[src/sv/cds_pkg.sv]
// Package for the change dispenser: field widths, mode codes, the
// sequencer status/control structs and the denomination tables.
// No dependencies.
package cds_pkg;

	// Field widths
	localparam int MODE_W   = 2;
	localparam int ITEM_W   = 4;
	localparam int AMT_W    = 16;
	localparam int DSEL_W   = 4;
	localparam int CNT_W    = 8;
	localparam int DVAL_W   = 9;
	localparam int RECIP_W  = 26;
	localparam int RECIP_SH = 25;
	localparam int PROD_W   = AMT_W + RECIP_W;

	// Input word modes
	localparam logic [MODE_W-1:0] MODE_BUY   = 2'd0;
	localparam logic [MODE_W-1:0] MODE_PRICE = 2'd1;
	localparam logic [MODE_W-1:0] MODE_STOCK = 2'd2;

	// Datapath status seen by the sequencer
	typedef struct packed {
		logic start;     // purchase word taken this cycle
		logic under;     // paid amount below price
		logic more;      // denominations left after the current one
		logic out_free;  // output register can take a word
	} seq_stat_t;

	// Control word fields driven into the datapath
	typedef struct packed {
		logic accept;
		logic ld_left;
		logic ld_n;
		logic emit_pay;
		logic emit_under;
	} seq_ctrl_t;

	// Denomination value in cents; unused slots are worth nothing
	function automatic logic [DVAL_W-1:0] denom_cents(input logic [DSEL_W-1:0] i);
		logic [DVAL_W-1:0] v;
		case (i)
			4'd0:    v = 9'd500;
			4'd1:    v = 9'd200;
			4'd2:    v = 9'd100;
			4'd3:    v = 9'd50;
			4'd4:    v = 9'd20;
			4'd5:    v = 9'd10;
			4'd6:    v = 9'd5;
			4'd7:    v = 9'd2;
			4'd8:    v = 9'd1;
			default: v = 9'd0;
		endcase
		return v;
	endfunction

	// ceil(2^25 / value): exact quotient for any 16-bit dividend
	function automatic logic [RECIP_W-1:0] denom_recip(input logic [DSEL_W-1:0] i);
		logic [RECIP_W-1:0] r;
		case (i)
			4'd0:    r = 26'd67109;
			4'd1:    r = 26'd167773;
			4'd2:    r = 26'd335545;
			4'd3:    r = 26'd671089;
			4'd4:    r = 26'd1677722;
			4'd5:    r = 26'd3355444;
			4'd6:    r = 26'd6710887;
			4'd7:    r = 26'd16777216;
			4'd8:    r = 26'd33554432;
			default: r = 26'd0;
		endcase
		return r;
	endfunction

endpackage

[src/sv/cds_in_if.sv]
// Request channel of the change dispenser: purchase and load words.
// Depends on cds_pkg for field widths.
interface cds_in_if;
	import cds_pkg::*;
	logic                valid;
	logic                ready;
	logic [MODE_W-1:0]   mode;
	logic [ITEM_W-1:0]   item_choice;
	logic [AMT_W-1:0]    amount;
	logic [DSEL_W-1:0]   denom_select;

	modport source (output valid, mode, item_choice, amount, denom_select, input ready);
	modport sink   (input valid, mode, item_choice, amount, denom_select, output ready);
endinterface

[src/sv/cds_out_if.sv]
// Result channel of the change dispenser: one word per denomination from the start one, or a single underpaid word.
// Depends on cds_pkg for field widths.
interface cds_out_if;
	import cds_pkg::*;
	logic                valid;
	logic                ready;
	logic [DSEL_W-1:0]   denom_index;
	logic [CNT_W-1:0]    coin_count;
	logic [AMT_W-1:0]    total_returned;
	logic [AMT_W-1:0]    change_left;
	logic                underpaid;
	logic                last;

	modport source (output valid, denom_index, coin_count, total_returned, change_left,
		underpaid, last, input ready);
	modport sink   (input valid, denom_index, coin_count, total_returned, change_left,
		underpaid, last, output ready);
endinterface

[src/sv/cds_cfg_if.sv]
// Configuration write channel: carries the stock limiting enable.
// No dependencies.
interface cds_cfg_if;
	logic valid;
	logic ready;
	logic limit_by_stock;

	modport source (output valid, limit_by_stock, input ready);
	modport sink   (input valid, limit_by_stock, output ready);
endinterface

[src/sv/cds_seq.sv]
// Microcode sequencer: step counter, control ROM and conditional jumps.
// Depends on cds_pkg for the status and control structs.
module cds_seq (
	input  logic                clk,
	input  logic                arst_n,
	input  cds_pkg::seq_stat_t  stat,
	output cds_pkg::seq_ctrl_t  ctrl
);
	import cds_pkg::*;

	typedef enum logic [2:0] {S_IDLE, S_LOOKUP, S_DIV, S_PAY, S_UNDER} step_t;
	typedef enum logic [1:0] {C_NONE, C_START, C_UNDER, C_MORE} cond_t;

	typedef struct packed {
		seq_ctrl_t ctl;
		cond_t     cond;
		step_t     jmp;
		step_t     nxt;
	} uword_t;

	// Control program
	function automatic uword_t urom(input step_t s);
		uword_t u;
		u = '0;
		case (s)
			S_IDLE: begin
				u.ctl.accept = 1'b1;
				u.cond = C_START;
				u.jmp  = S_LOOKUP;
				u.nxt  = S_IDLE;
			end
			S_LOOKUP: begin
				u.ctl.ld_left = 1'b1;
				u.cond = C_UNDER;
				u.jmp  = S_UNDER;
				u.nxt  = S_DIV;
			end
			S_DIV: begin
				u.ctl.ld_n = 1'b1;
				u.cond = C_NONE;
				u.jmp  = S_IDLE;
				u.nxt  = S_PAY;
			end
			S_PAY: begin
				u.ctl.emit_pay = 1'b1;
				u.cond = C_MORE;
				u.jmp  = S_DIV;
				u.nxt  = S_IDLE;
			end
			S_UNDER: begin
				u.ctl.emit_under = 1'b1;
				u.cond = C_NONE;
				u.jmp  = S_IDLE;
				u.nxt  = S_IDLE;
			end
			default: begin
				u.ctl.accept = 1'b1;
				u.cond = C_START;
				u.jmp  = S_LOOKUP;
				u.nxt  = S_IDLE;
			end
		endcase
		return u;
	endfunction

	step_t  step_q;
	uword_t uw;
	logic   take;
	logic   hold;

	// Decode current word, pick the jump, stall on a full output register
	always_comb begin
		uw = urom(step_q);
		case (uw.cond)
			C_START: take = stat.start;
			C_UNDER: take = stat.under;
			C_MORE:  take = stat.more;
			default: take = 1'b0;
		endcase
		hold = (uw.ctl.emit_pay | uw.ctl.emit_under) & ~stat.out_free;
		ctrl = uw.ctl;
		ctrl.emit_pay   = uw.ctl.emit_pay & stat.out_free;
		ctrl.emit_under = uw.ctl.emit_under & stat.out_free;
	end

	// Step counter
	always_ff @(posedge clk or negedge arst_n) begin
		if (!arst_n) begin
			step_q <= S_IDLE;
		end else if (!hold) begin
			step_q <= take ? uw.jmp : uw.nxt;
		end
	end

endmodule

[src/sv/change_dispenser_with_stock_top.sv]
// Change dispenser top level: price memory, coin stock, divide-by-constant
// datapath and output register. Depends on cds_pkg, the three channel
// interfaces and cds_seq.
// Sequence: a purchase word is taken while idle, then goes through a price
//   lookup and, per denomination, a reciprocal multiply and a pay step; an
//   underpaid purchase goes from the lookup to a single underpaid word. A
//   result waits while the output register is full. No new word is taken
//   until a purchase is through; load words are taken back to back while idle.
// Reset: stock clears to zero, prices read as zero, stock limiting is on.
module change_dispenser_with_stock_top #(
	parameter int NUM_DENOMS = 9,
	parameter int NUM_ITEMS  = 16
) (
	input  logic        clk,
	input  logic        arst_n,
	cds_in_if.sink      req,
	cds_out_if.source   rsp,
	cds_cfg_if.sink     cfg
);
	import cds_pkg::*;

	localparam int SAW = (NUM_DENOMS > 1) ? $clog2(NUM_DENOMS) : 1;
	localparam int IAW = (NUM_ITEMS > 1) ? $clog2(NUM_ITEMS) : 1;
	localparam logic [DSEL_W-1:0] LAST_IDX = DSEL_W'(NUM_DENOMS - 1);

	seq_stat_t stat;
	seq_ctrl_t ctrl;

	logic                limit_q;
	logic [CNT_W-1:0]    stock_q [NUM_DENOMS];
	logic [AMT_W-1:0]    price_mem [NUM_ITEMS];
	logic                pvalid_q [NUM_ITEMS];
	logic [AMT_W-1:0]    price_rd_q;
	logic                price_hit_q;
	logic [AMT_W-1:0]    amount_q;
	logic [DSEL_W-1:0]   idx_q;
	logic [AMT_W-1:0]    left_q;
	logic [AMT_W-1:0]    total_q;
	logic [CNT_W-1:0]    n_q;

	logic                out_valid_q;
	logic [DSEL_W-1:0]   out_denom_q;
	logic [CNT_W-1:0]    out_count_q;
	logic [AMT_W-1:0]    out_total_q;
	logic [AMT_W-1:0]    out_left_q;
	logic                out_under_q;
	logic                out_last_q;

	logic                take;
	logic                item_ok;
	logic                dsel_ok;
	logic [IAW-1:0]      item_addr;
	logic [SAW-1:0]      load_addr;
	logic [SAW-1:0]      cur_addr;
	logic [AMT_W-1:0]    price;
	logic [PROD_W-1:0]   prod;
	logic [PROD_W-RECIP_SH-1:0] quo;
	logic [CNT_W-1:0]    qcap;
	logic [CNT_W-1:0]    stock_rd;
	logic [CNT_W-1:0]    n_next;
	logic [CNT_W+DVAL_W-1:0] pay_full;
	logic [AMT_W-1:0]    pay;

	// Sequencer
	cds_seq u_seq (
		.clk    (clk),
		.arst_n (arst_n),
		.stat   (stat),
		.ctrl   (ctrl)
	);

	// Request decode
	assign req.ready = ctrl.accept;
	assign cfg.ready = 1'b1;
	assign take      = req.valid & ctrl.accept;
	assign item_ok   = 32'(req.item_choice) < NUM_ITEMS;
	assign dsel_ok   = 32'(req.denom_select) < NUM_DENOMS;
	assign item_addr = IAW'(req.item_choice);
	assign load_addr = SAW'(req.denom_select);
	assign cur_addr  = SAW'(idx_q);

	// Price lookup and greedy step arithmetic
	always_comb begin
		price    = price_hit_q ? price_rd_q : '0;
		stock_rd = stock_q[cur_addr];
		prod     = PROD_W'(left_q) * PROD_W'(denom_recip(idx_q));
		quo      = prod[PROD_W-1:RECIP_SH];
		qcap     = (quo > (PROD_W-RECIP_SH)'(255)) ? CNT_W'(255) : quo[CNT_W-1:0];
		n_next   = (limit_q && (stock_rd < qcap)) ? stock_rd : qcap;
		pay_full = (CNT_W+DVAL_W)'(n_q) * (CNT_W+DVAL_W)'(denom_cents(idx_q));
		pay      = pay_full[AMT_W-1:0];
	end

	// Sequencer status
	always_comb begin
		stat.start    = take & (req.mode == MODE_BUY);
		stat.under    = amount_q < price;
		stat.more     = idx_q != LAST_IDX;
		stat.out_free = ~out_valid_q | rsp.ready;
	end

	// Stock limiting register
	always_ff @(posedge clk or negedge arst_n) begin
		if (!arst_n) begin
			limit_q <= 1'b1;
		end else if (cfg.valid) begin
			limit_q <= cfg.limit_by_stock;
		end
	end

	// Coin stock: loaded by stock words, drawn down at each pay step while stock limiting is on
	always_ff @(posedge clk or negedge arst_n) begin
		if (!arst_n) begin
			for (int i = 0; i < NUM_DENOMS; i++) begin
				stock_q[i] <= '0;
			end
		end else if (take && req.mode == MODE_STOCK && dsel_ok) begin
			stock_q[load_addr] <= req.amount[CNT_W-1:0];
		end else if (ctrl.emit_pay && limit_q) begin
			stock_q[cur_addr] <= stock_q[cur_addr] - n_q;
		end
	end

	// Price valid bits: an entry never written reads as zero
	always_ff @(posedge clk or negedge arst_n) begin
		if (!arst_n) begin
			for (int i = 0; i < NUM_ITEMS; i++) begin
				pvalid_q[i] <= 1'b0;
			end
		end else if (take && req.mode == MODE_PRICE && item_ok) begin
			pvalid_q[item_addr] <= 1'b1;
		end
	end

	// Price memory, registered read on the purchase word
	always_ff @(posedge clk) begin
		if (take && req.mode == MODE_PRICE && item_ok) begin
			price_mem[item_addr] <= req.amount;
		end
		if (take) begin
			price_rd_q  <= price_mem[item_addr];
			price_hit_q <= item_ok && pvalid_q[item_addr];
		end
	end

	// Purchase working registers
	always_ff @(posedge clk) begin
		if (take) begin
			amount_q <= req.amount;
			idx_q    <= dsel_ok ? req.denom_select : '0;
		end
		if (ctrl.ld_left) begin
			left_q  <= amount_q - price;
			total_q <= '0;
		end
		if (ctrl.ld_n) begin
			n_q <= n_next;
		end
		if (ctrl.emit_pay) begin
			left_q  <= left_q - pay;
			total_q <= total_q + pay;
			idx_q   <= idx_q + 1'b1;
		end
	end

	// Output register valid
	always_ff @(posedge clk or negedge arst_n) begin
		if (!arst_n) begin
			out_valid_q <= 1'b0;
		end else if (ctrl.emit_pay || ctrl.emit_under) begin
			out_valid_q <= 1'b1;
		end else if (rsp.ready) begin
			out_valid_q <= 1'b0;
		end
	end

	// Output register payload
	always_ff @(posedge clk) begin
		if (ctrl.emit_pay) begin
			out_denom_q <= idx_q;
			out_count_q <= n_q;
			out_total_q <= total_q + pay;
			out_left_q  <= left_q - pay;
			out_under_q <= 1'b0;
			out_last_q  <= ~stat.more;
		end else if (ctrl.emit_under) begin
			out_denom_q <= '0;
			out_count_q <= '0;
			out_total_q <= '0;
			out_left_q  <= '0;
			out_under_q <= 1'b1;
			out_last_q  <= 1'b1;
		end
	end

	assign rsp.valid          = out_valid_q;
	assign rsp.denom_index    = out_denom_q;
	assign rsp.coin_count     = out_count_q;
	assign rsp.total_returned = out_total_q;
	assign rsp.change_left    = out_left_q;
	assign rsp.underpaid      = out_under_q;
	assign rsp.last           = out_last_q;

	// Checks
	a_buy_then_lookup: assert property (@(posedge clk) disable iff (!arst_n)
		stat.start |=> ctrl.ld_left)
		else $error("purchase word not followed by price lookup");

	a_no_overwrite: assert property (@(posedge clk) disable iff (!arst_n)
		(ctrl.emit_pay || ctrl.emit_under) |-> (!out_valid_q || rsp.ready))
		else $error("result overwrote a pending word");

	a_stock_covers: assert property (@(posedge clk) disable iff (!arst_n)
		(ctrl.emit_pay && limit_q) |-> (n_q <= stock_q[cur_addr]))
		else $error("coin count exceeds stock");

	a_left_falls: assert property (@(posedge clk) disable iff (!arst_n)
		ctrl.emit_pay |=> (left_q <= $past(left_q)))
		else $error("change owed grew during payout");

	a_under_word: assert property (@(posedge clk) disable iff (!arst_n)
		(out_valid_q && out_under_q) |-> (out_last_q && out_count_q == '0))
		else $error("underpaid word malformed");

endmodule

[src/flat_wrapper.sv]
// flat-port wrapper written by rule: the top's interface ports become plain ports
module change_dispenser_with_stock_top_flat import cds_pkg::*;
#(
	parameter int NUM_DENOMS = 9,
	parameter int NUM_ITEMS  = 16
)
  (clk, arst_n, req_valid, req_mode, req_item_choice, req_amount, req_denom_select, req_ready, rsp_valid, rsp_denom_index, rsp_coin_count, rsp_total_returned, rsp_change_left, rsp_underpaid, rsp_last, rsp_ready, cfg_valid, cfg_limit_by_stock, cfg_ready);
  cds_in_if req_i ();
  cds_out_if rsp_i ();
  cds_cfg_if cfg_i ();
  input  logic clk;
  input  logic arst_n;
  input wire logic [$bits(req_i.valid)-1:0] req_valid;
  input wire logic [$bits(req_i.mode)-1:0] req_mode;
  input wire logic [$bits(req_i.item_choice)-1:0] req_item_choice;
  input wire logic [$bits(req_i.amount)-1:0] req_amount;
  input wire logic [$bits(req_i.denom_select)-1:0] req_denom_select;
  output wire logic [$bits(req_i.ready)-1:0] req_ready;
  output wire logic [$bits(rsp_i.valid)-1:0] rsp_valid;
  output wire logic [$bits(rsp_i.denom_index)-1:0] rsp_denom_index;
  output wire logic [$bits(rsp_i.coin_count)-1:0] rsp_coin_count;
  output wire logic [$bits(rsp_i.total_returned)-1:0] rsp_total_returned;
  output wire logic [$bits(rsp_i.change_left)-1:0] rsp_change_left;
  output wire logic [$bits(rsp_i.underpaid)-1:0] rsp_underpaid;
  output wire logic [$bits(rsp_i.last)-1:0] rsp_last;
  input wire logic [$bits(rsp_i.ready)-1:0] rsp_ready;
  input wire logic [$bits(cfg_i.valid)-1:0] cfg_valid;
  input wire logic [$bits(cfg_i.limit_by_stock)-1:0] cfg_limit_by_stock;
  output wire logic [$bits(cfg_i.ready)-1:0] cfg_ready;
  assign req_i.valid = req_valid;
  assign req_i.mode = req_mode;
  assign req_i.item_choice = req_item_choice;
  assign req_i.amount = req_amount;
  assign req_i.denom_select = req_denom_select;
  assign req_ready = req_i.ready;
  assign rsp_valid = rsp_i.valid;
  assign rsp_denom_index = rsp_i.denom_index;
  assign rsp_coin_count = rsp_i.coin_count;
  assign rsp_total_returned = rsp_i.total_returned;
  assign rsp_change_left = rsp_i.change_left;
  assign rsp_underpaid = rsp_i.underpaid;
  assign rsp_last = rsp_i.last;
  assign rsp_i.ready = rsp_ready;
  assign cfg_i.valid = cfg_valid;
  assign cfg_i.limit_by_stock = cfg_limit_by_stock;
  assign cfg_ready = cfg_i.ready;
  change_dispenser_with_stock_top #(.NUM_DENOMS(NUM_DENOMS), .NUM_ITEMS(NUM_ITEMS)) u_core (.clk(clk), .arst_n(arst_n), .req(req_i), .rsp(rsp_i), .cfg(cfg_i));
endmodule
[config.mk]
export PLATFORM = sky130hd
export DESIGN_NAME = change_dispenser_with_stock_top_flat
export DESIGN_NICKNAME = d
export VERILOG_FILES = /design/src/sv/cds_pkg.sv /design/src/sv/cds_in_if.sv /design/src/sv/cds_out_if.sv /design/src/sv/cds_cfg_if.sv /design/src/sv/cds_seq.sv /design/src/sv/change_dispenser_with_stock_top.sv /design/src/flat_wrapper.sv
export SDC_FILE = /design/constraint.sdc
export NUM_CORES = 2
export LEC_CHECK = 0
export BUFFER_PORTS_ARGS = -buffer_cell sky130_fd_sc_hd__clkbuf_2
export CAP_MARGIN = 30
export CORE_ASPECT_RATIO = 0.75
export CORE_MARGIN = 3
export CORE_UTILIZATION = 55
export CTS_CLUSTER_SIZE = 25
export DETAILED_ROUTE_END_ITERATION = 8
export MAX_ROUTING_LAYER = met4
export PLACE_DENSITY = 0.82
export SLEW_MARGIN = 10
export SYNTH_ARGS = -nofsm -noshare
export SYNTH_HDL_FRONTEND = slang
export SYNTH_HIERARCHICAL = 1
export SYNTH_SLANG_ARGS = --single-unit
[constraint.sdc]
create_clock -name clk -period 14.9 [get_ports clk]
set_input_delay 1.49 -clock clk [delete_from_list [all_inputs] [get_ports clk]]
set_output_delay 1.49 -clock clk [all_outputs]
set_load 0.005 [all_outputs]
# ---- Yosys cells after proc, flatten, opt, wreduce, memory -nomap -nowiden
# Memories as Yosys holds them, arrays and structs flattened. A register that Yosys moved wholly into a read port is not among the register bits.
# Cells that the tools add are included.
dict set report totals {
  ff_bits 200
  latchBits 0
  ram_bits 256
  rom_bits 544
  in_bits 32
  output_inout_bits 49
  wordCells 149
  memories 3
}
dict set report op_classes {
  n_addsub 5
  multipliers 2
  div_mod_pow 0
  order_cmp 10
  eq_ne 10
  shifts 0
  mux 49
  n_bitwise 14
  n_reduce_logical 16
}
# memory words word_bits read_ports rd_ports_with_merged_regs write_ports line
set mem_list {}
lappend mem_list {{(name not given)} 16 25 1 1 0 cds_pkg.sv:60} ;# case (i)
lappend mem_list {u_core.price_mem 16 16 1 1 1 change_dispenser_with_stock_top.sv:31} ;# logic [AMT_W-1:0] price_mem [NUM_ITEMS];
lappend mem_list {{(name not given)} 16 9 1 1 0 cds_pkg.sv:42} ;# case (i)
# operator count
set op_table {}
lappend op_table {{bitwise mux 72 bit} 2}
lappend op_table {{two-way mux 72 bit} 2}
lappend op_table {{two-way mux 16 bit} 8}
lappend op_table {{demux 8 bit (select 4 bit)} 2}
lappend op_table {{two-way mux 8 bit} 8}
lappend op_table {{multiplier 16 x 26 -> 42 bit} 1}
lappend op_table {{binary-select mux 8 bit (select 4 bit)} 1}
lappend op_table {{case mux 8 bit (4 select lines)} 1}
lappend op_table {{subtractor 16 bit} 2}
lappend op_table {{two-way mux 4 bit} 7}
lappend op_table {{> comparator 17 x 8 -> 1 bit (second input constant)} 1}
lappend op_table {{adder 16 bit} 1}
lappend op_table {{less-than comparator 16 bit} 1}
lappend op_table {{multiplier 8 x 9 -> 16 bit} 1}
lappend op_table {{bitwise OR 16 bit} 1}
lappend op_table {{>= comparator 5 bit (second input constant)} 3}
lappend op_table {{less-than comparator 5 x 1 -> 1 bit (second input constant)} 3}
lappend op_table {{inverter 4 -> 5 bit} 3}
lappend op_table {{two-way mux 1 bit} 14}
lappend op_table {{nonzero test 2 bit} 5}
lappend op_table {{logical AND 1 bit} 8}
lappend op_table {{less-than comparator 8 bit} 1}
lappend op_table {{subtractor 8 bit} 1}
lappend op_table {{equality test 2 bit (second input constant)} 3}
lappend op_table {{17 further kinds} 26}

# ---- Depth between registers and ports, before layout
dict set report logic_depth {
  ltp_word 8
  mapped_depth 36
}

# ---- Hierarchy
# The synthesis kept the hierarchy.
# module instances cells_per_inst area_per_inst_um2 seq_area_each_um2
set by_module_without_submodules {}
lappend by_module_without_submodules {change_dispenser_with_stock_top 1 3233 36890.4 14264.9}
lappend by_module_without_submodules {cds_seq 1 20 186.4 75.1}

# ---- Least setup slack after synthesis
# No wires, ideal clock.
dict set report synth_timing {
  path_type {flip-flop to flip-flop}
  start {reg u_core.left_q[1]}
  end {reg u_core.n_q[0] (data pin)}
  setup_ns 0.275
  t_arrival_ns 8.357
  slack_ns 6.268
  stages_incl_launch_ff 35
  period_less_slack_ns 8.632
  cell_sequence {edfxtp_1 clkbuf_1 nand2_1 fa_1 inv_1 fa_1 inv_1 fa_1 inv_1 fa_1 fa_1 inv_1 fa_1 inv_1 ha_1 a21oi_1 o211ai_1 a21oi_1 o22ai_1 a211oi_1 o21ai_0 mux2i_1 or4b_1 or3b_1 buf_6 nor2_2 ha_1 a21oi_1 nor2b_1 o21ai_0 nand3b_1 a41o_1 and3_1 a32oi_1 a2bb2oi_1}
}
dict set report synth_via {
  elab_chain_len 6
}
# element line
set synth_rtl {}
lappend synth_rtl {{start, declared} change_dispenser_with_stock_top.sv:37} ;# logic [AMT_W-1:0] left_q;
lappend synth_rtl {{start signal, assigned} change_dispenser_with_stock_top.sv:153} ;# left_q <= amount_q - price;
lappend synth_rtl {{start signal, assigned} change_dispenser_with_stock_top.sv:160} ;# left_q <= left_q - pay;
lappend synth_rtl {{multiplier 16 x 26 -> 42 bit (*)} change_dispenser_with_stock_top.sv:86} ;# prod = PROD_W'(left_q) * PROD_W'(denom_recip(idx_q));
lappend synth_rtl {{> comparator 17 x 8 -> 1 bit} change_dispenser_with_stock_top.sv:88} ;# qcap = (quo > (PROD_W-RECIP_SH)'(255)) ? CNT_W'(255) : quo[CNT_W-1:0];
lappend synth_rtl {{two-way mux 8 bit (*)} change_dispenser_with_stock_top.sv:88}
lappend synth_rtl {{less-than comparator 8 bit} change_dispenser_with_stock_top.sv:89} ;# n_next = (limit_q && (stock_rd < qcap)) ? stock_rd : qcap;
lappend synth_rtl {{logical AND 1 bit} change_dispenser_with_stock_top.sv:89}
lappend synth_rtl {{two-way mux 8 bit (*)} change_dispenser_with_stock_top.sv:89}
lappend synth_rtl {{named net u_core.n_next[0]} change_dispenser_with_stock_top.sv:60} ;# logic [CNT_W-1:0] n_next;
lappend synth_rtl {{end signal, assigned} change_dispenser_with_stock_top.sv:157} ;# n_q <= n_next;
lappend synth_rtl {{end, declared} change_dispenser_with_stock_top.sv:39} ;# logic [CNT_W-1:0] n_q;
# The timed path passes the listed nets; every way through them passes the cells marked *.
# A chain may end at the register's enable or synchronous reset.

# ---- Final worst setup path
dict set report layout_timing {
  start {reg u_core.left_q[4]}
  end {reg u_core.n_q[0] (data pin)}
}
# The elaborated chain is that of the path after synthesis.

==> flow_summary.json <==
{
  "status": "complete, no violations",
  "cts_setup_buffers": 0,
  "crit_path_max_fanout": 24,
  "grt_pass1_vias": 26070,
  "cpLargestDelayFamily": "adder cells",
  "dieArea_mm2": 0.07060,
  "vias": 25600,
  "crit_end": "u_core/n_q[0]",
  "yosys.area_share.adder_pct": 27.48,
  "synth_area_mm2": 0.03708,
  "netlist_top_cells_area": "edfxtp_1 31%, fa_1 20%, ha_1 7.9%",
  "ctsHoldBuffers": 0,
  "routabilityCongestion": 0.9610,
  "rsz0062_at_grt": "false",
  "crit_top_cell": "fa_1",
  "routedWlPerCell_um": 22.99,
  "synth-xor-area-share_pct": 1.772,
  "wl_um": 96880,
  "drt_iter0_drc": 3232,
  "rrSetupSlack_ns": 4.82,
  "cp-end-kind": "register",
  "synthArstFlopShare_pct": 18.45,
  "grt_pass1_wl_um": 150400,
  "timing.slew.headroom_pct": 29.50,
  "r2r-end": "u_core/n_q[0]",
  "cts_sinks": 504,
  "synthCells": 3253,
  "synthMuxAreaShare_pct": 6.371,
  "final_util_pct": 60.84,
  "overflow": 0,
  "clk_pin_slew_ns": 0.06,
  "cts.path.max_buffers": 3,
  "period_minus_slack_ns": 10.08,
  "hp-start": "u_core/pvalid_q[3]",
  "final_cell_mix": "522 x inv_1, 378 x edfxtp_1, 362 x fa_1",
  "tightest_slew_ns": 1.058,
  "cts_resized": 0,
  "critPathSlowestCell": "edfxtp_1",
  "synth_top_family_by_area": "adder cells",
  "cp.depth": 32,
  "fin_ws_ns": 4.825,
  "antenna_found_initial": 1,
  "clk_latency_ns": 0.59,
  "synth_top_cell_area_share_pct": 30.61,
  "die_h_um": 230.9,
  "hold_class": "register to register",
  "hpwlAfterDp_um": 69200,
  "ys_seq_elements": 504,
  "synth-compound-area-share_pct": 7.613,
  "drc_errors": 0,
  "fin_skew_ns": 0.02558,
  "yosys.area.top_type": "edfxtp_1",
  "ant_nets": 0,
  "num-nets-final": 3936,
  "max_cap_violations": 0,
  "firstDrtPassIters": 6,
  "fin_crit_sh_pct": 67.62,
  "synth-edff-count": 378,
  "htreeDepth": 2,
  "rows": 81,
  "slew_viol_final": 0,
  "io_buffer_count": 79,
  "pre_cts_slack_ns": 5.025,
  "viasPerCell": 6.074,
  "grt_use_total_pct": 28.39,
  "slowest_delay_ns": 0.95,
  "ys.flop_type": "edfxtp_1",
  "fp.coreArea_mm2": 0.06598,
  "hold_violations": 0,
  "r2r_cells": 32,
  "cp-startpoint": "u_core/left_q[4]",
  "synth_seq_area_share_pct": 38.68,
  "cts_tree": "done",
  "rr_startpoint": "u_core/left_q[4]",
  "initial_core_util_pct": 56.20,
  "criticalPathCategory": "register to register",
  "area_growth_syn_to_layout_pct": 8.254,
  "drive_gt1_share_pct": 11.04,
  "yosys_warnings": 6,
  "ioPinCount": 81,
  "yosys.area_share.simple_pct": 11.39,
  "die_w_um": 305.8,
  "startpoint_type": "register",
  "final_common_cell": "inv_1",
  "required_ns": 15.19,
  "setup_viol": 0,
  "fmaxAchievable_mhz": 99.25,
  "syn_nets": 3882,
  "grt_max_degree": 73,
  "tns_ns": 0,
  "root_buffer": "clkbuf_16",
  "syn_area_per_cell_um2": 11.40,
  "critPathArrivalTime_ns": 10.36,
  "numCtsBuffers": 47,
  "nFillCells": 4859,
  "path_buf_inv": 5,
  "ys_types": 82
}
==> metrics by stage <==
stage / hold WS [ns] / area, um^2 / instances
5_1_grt: 0.4765 / 40130 / 4213
4_1_cts: 0.4699 / 40000 / 4202
3_5_place_dp: 0.4477 / 38490 / 4119
6_report: 0.4743 / 40140 / 4214
2_1_floorplan: 0.4337 / 37080 / 3253
3_3_place_gp: 0.4455 / 38360 / 4107
==> area by class of cell <==
type	instances	area, um^2	share of cell area, %
Multi-Input combinational cell	2096	20310	50.59
Sequential cell	504	14340	35.73
Inverter	522	1959	4.882
Clock buffer	60	1295	3.226
Tap cell	871	1090	2.715
Timing Repair Buffer	136	920.9	2.294
Clock inverter	23	221.5	0.5518
Antenna cell	2	5.005	0.01247
==> synth_stat cells (24+ instances only) <==
| cell type | count |
|---|---|
| or2_2 | 25 |
| dfrtp_1 | 92 |
| nand3_1 | 26 |
| mux4_2 | 87 |
| and2_1 | 203 |
| fa_1 | 362 |
| ha_1 | 235 |
| nor3_1 | 31 |
| mux2i_1 | 29 |
| nand2_1 | 354 |
| buf_1 | 24 |
| a21o_1 | 37 |
| xor2_1 | 25 |
| o21ai_0 | 98 |
| xnor2_1 | 50 |
| a22oi_1 | 25 |
| clkbuf_1 | 100 |
| a21oi_1 | 87 |
| dfxtp_1 | 33 |
| edfxtp_1 | 378 |
| inv_1 | 522 |
| a221o_1 | 35 |
| nor2_1 | 154 |
==> how the worst min path moves through the flow <==
stage / cells after the start / slack [ns] / endpoint
after detailed placement: 1 / 0.45 / u_core/pvalid_q[6]
after CTS: 1 / 0.47 / u_core/pvalid_q[3]
after floorplan: 1 / 0.43 / u_core/pvalid_q[14]
after global routing: 1 / 0.48 / u_core/pvalid_q[3]
final: 1 / 0.47 / u_core/pvalid_q[3]
after global placement: 1 / 0.45 / u_core/pvalid_q[14]
==> flip-flops by register name (all words and copies together), names as in the netlist, 3 cells and up, named ones only <==
signal                     count
u_core/price_mem             256
u_core/stock_q                72
u_core/amount_q               16
u_core/left_q                 16
u_core/price_rd_q             16
u_core/pvalid_q               16
u_core/rsp.change_left        16
u_core/rsp.total_returned     16
u_core/total_q                16
u_core/n_q                     8
u_core/rsp.coin_count          8
u_core/cur_addr                4
u_core/rsp.denom_index         4
u_core/u_seq/step_q            3
==> cell families (layout without fill, tap and decap cells) <==
family	Yosys count	in the layout
AND/OR/NAND/NOR	881	881
multiplexers	126	126
flip-flops	504	504
adder cells (fa/ha/maj)	597	597
XOR/XNOR	75	75
AO/OA/AOI/OAI	416	416
other	1	3
buffers and inverters	653	741
==> metal layers <==
metal  global-route usage, %  share of wire [%]
met2                   41.89                 45
met4                   8.311                3.3
met5                       -                  0
met1                   38.92                 40
met3                   7.695                 12
==> worst register-to-register path, delay by kind of cell, from the launching register on <==
kind,cells,cell delay (ns)
AO/OA/AOI/OAI,11,2.96
AND/OR/NAND/NOR,7,1.76
multiplexers,1,0.17
buffers and inverters,5,0.29
adder cells (fa/ha/maj),8,3.63
flip-flops,1,0.95
Power is not shown: default switching activity piles up to over one toggle a cycle in this logic, so the estimate is an artifact.
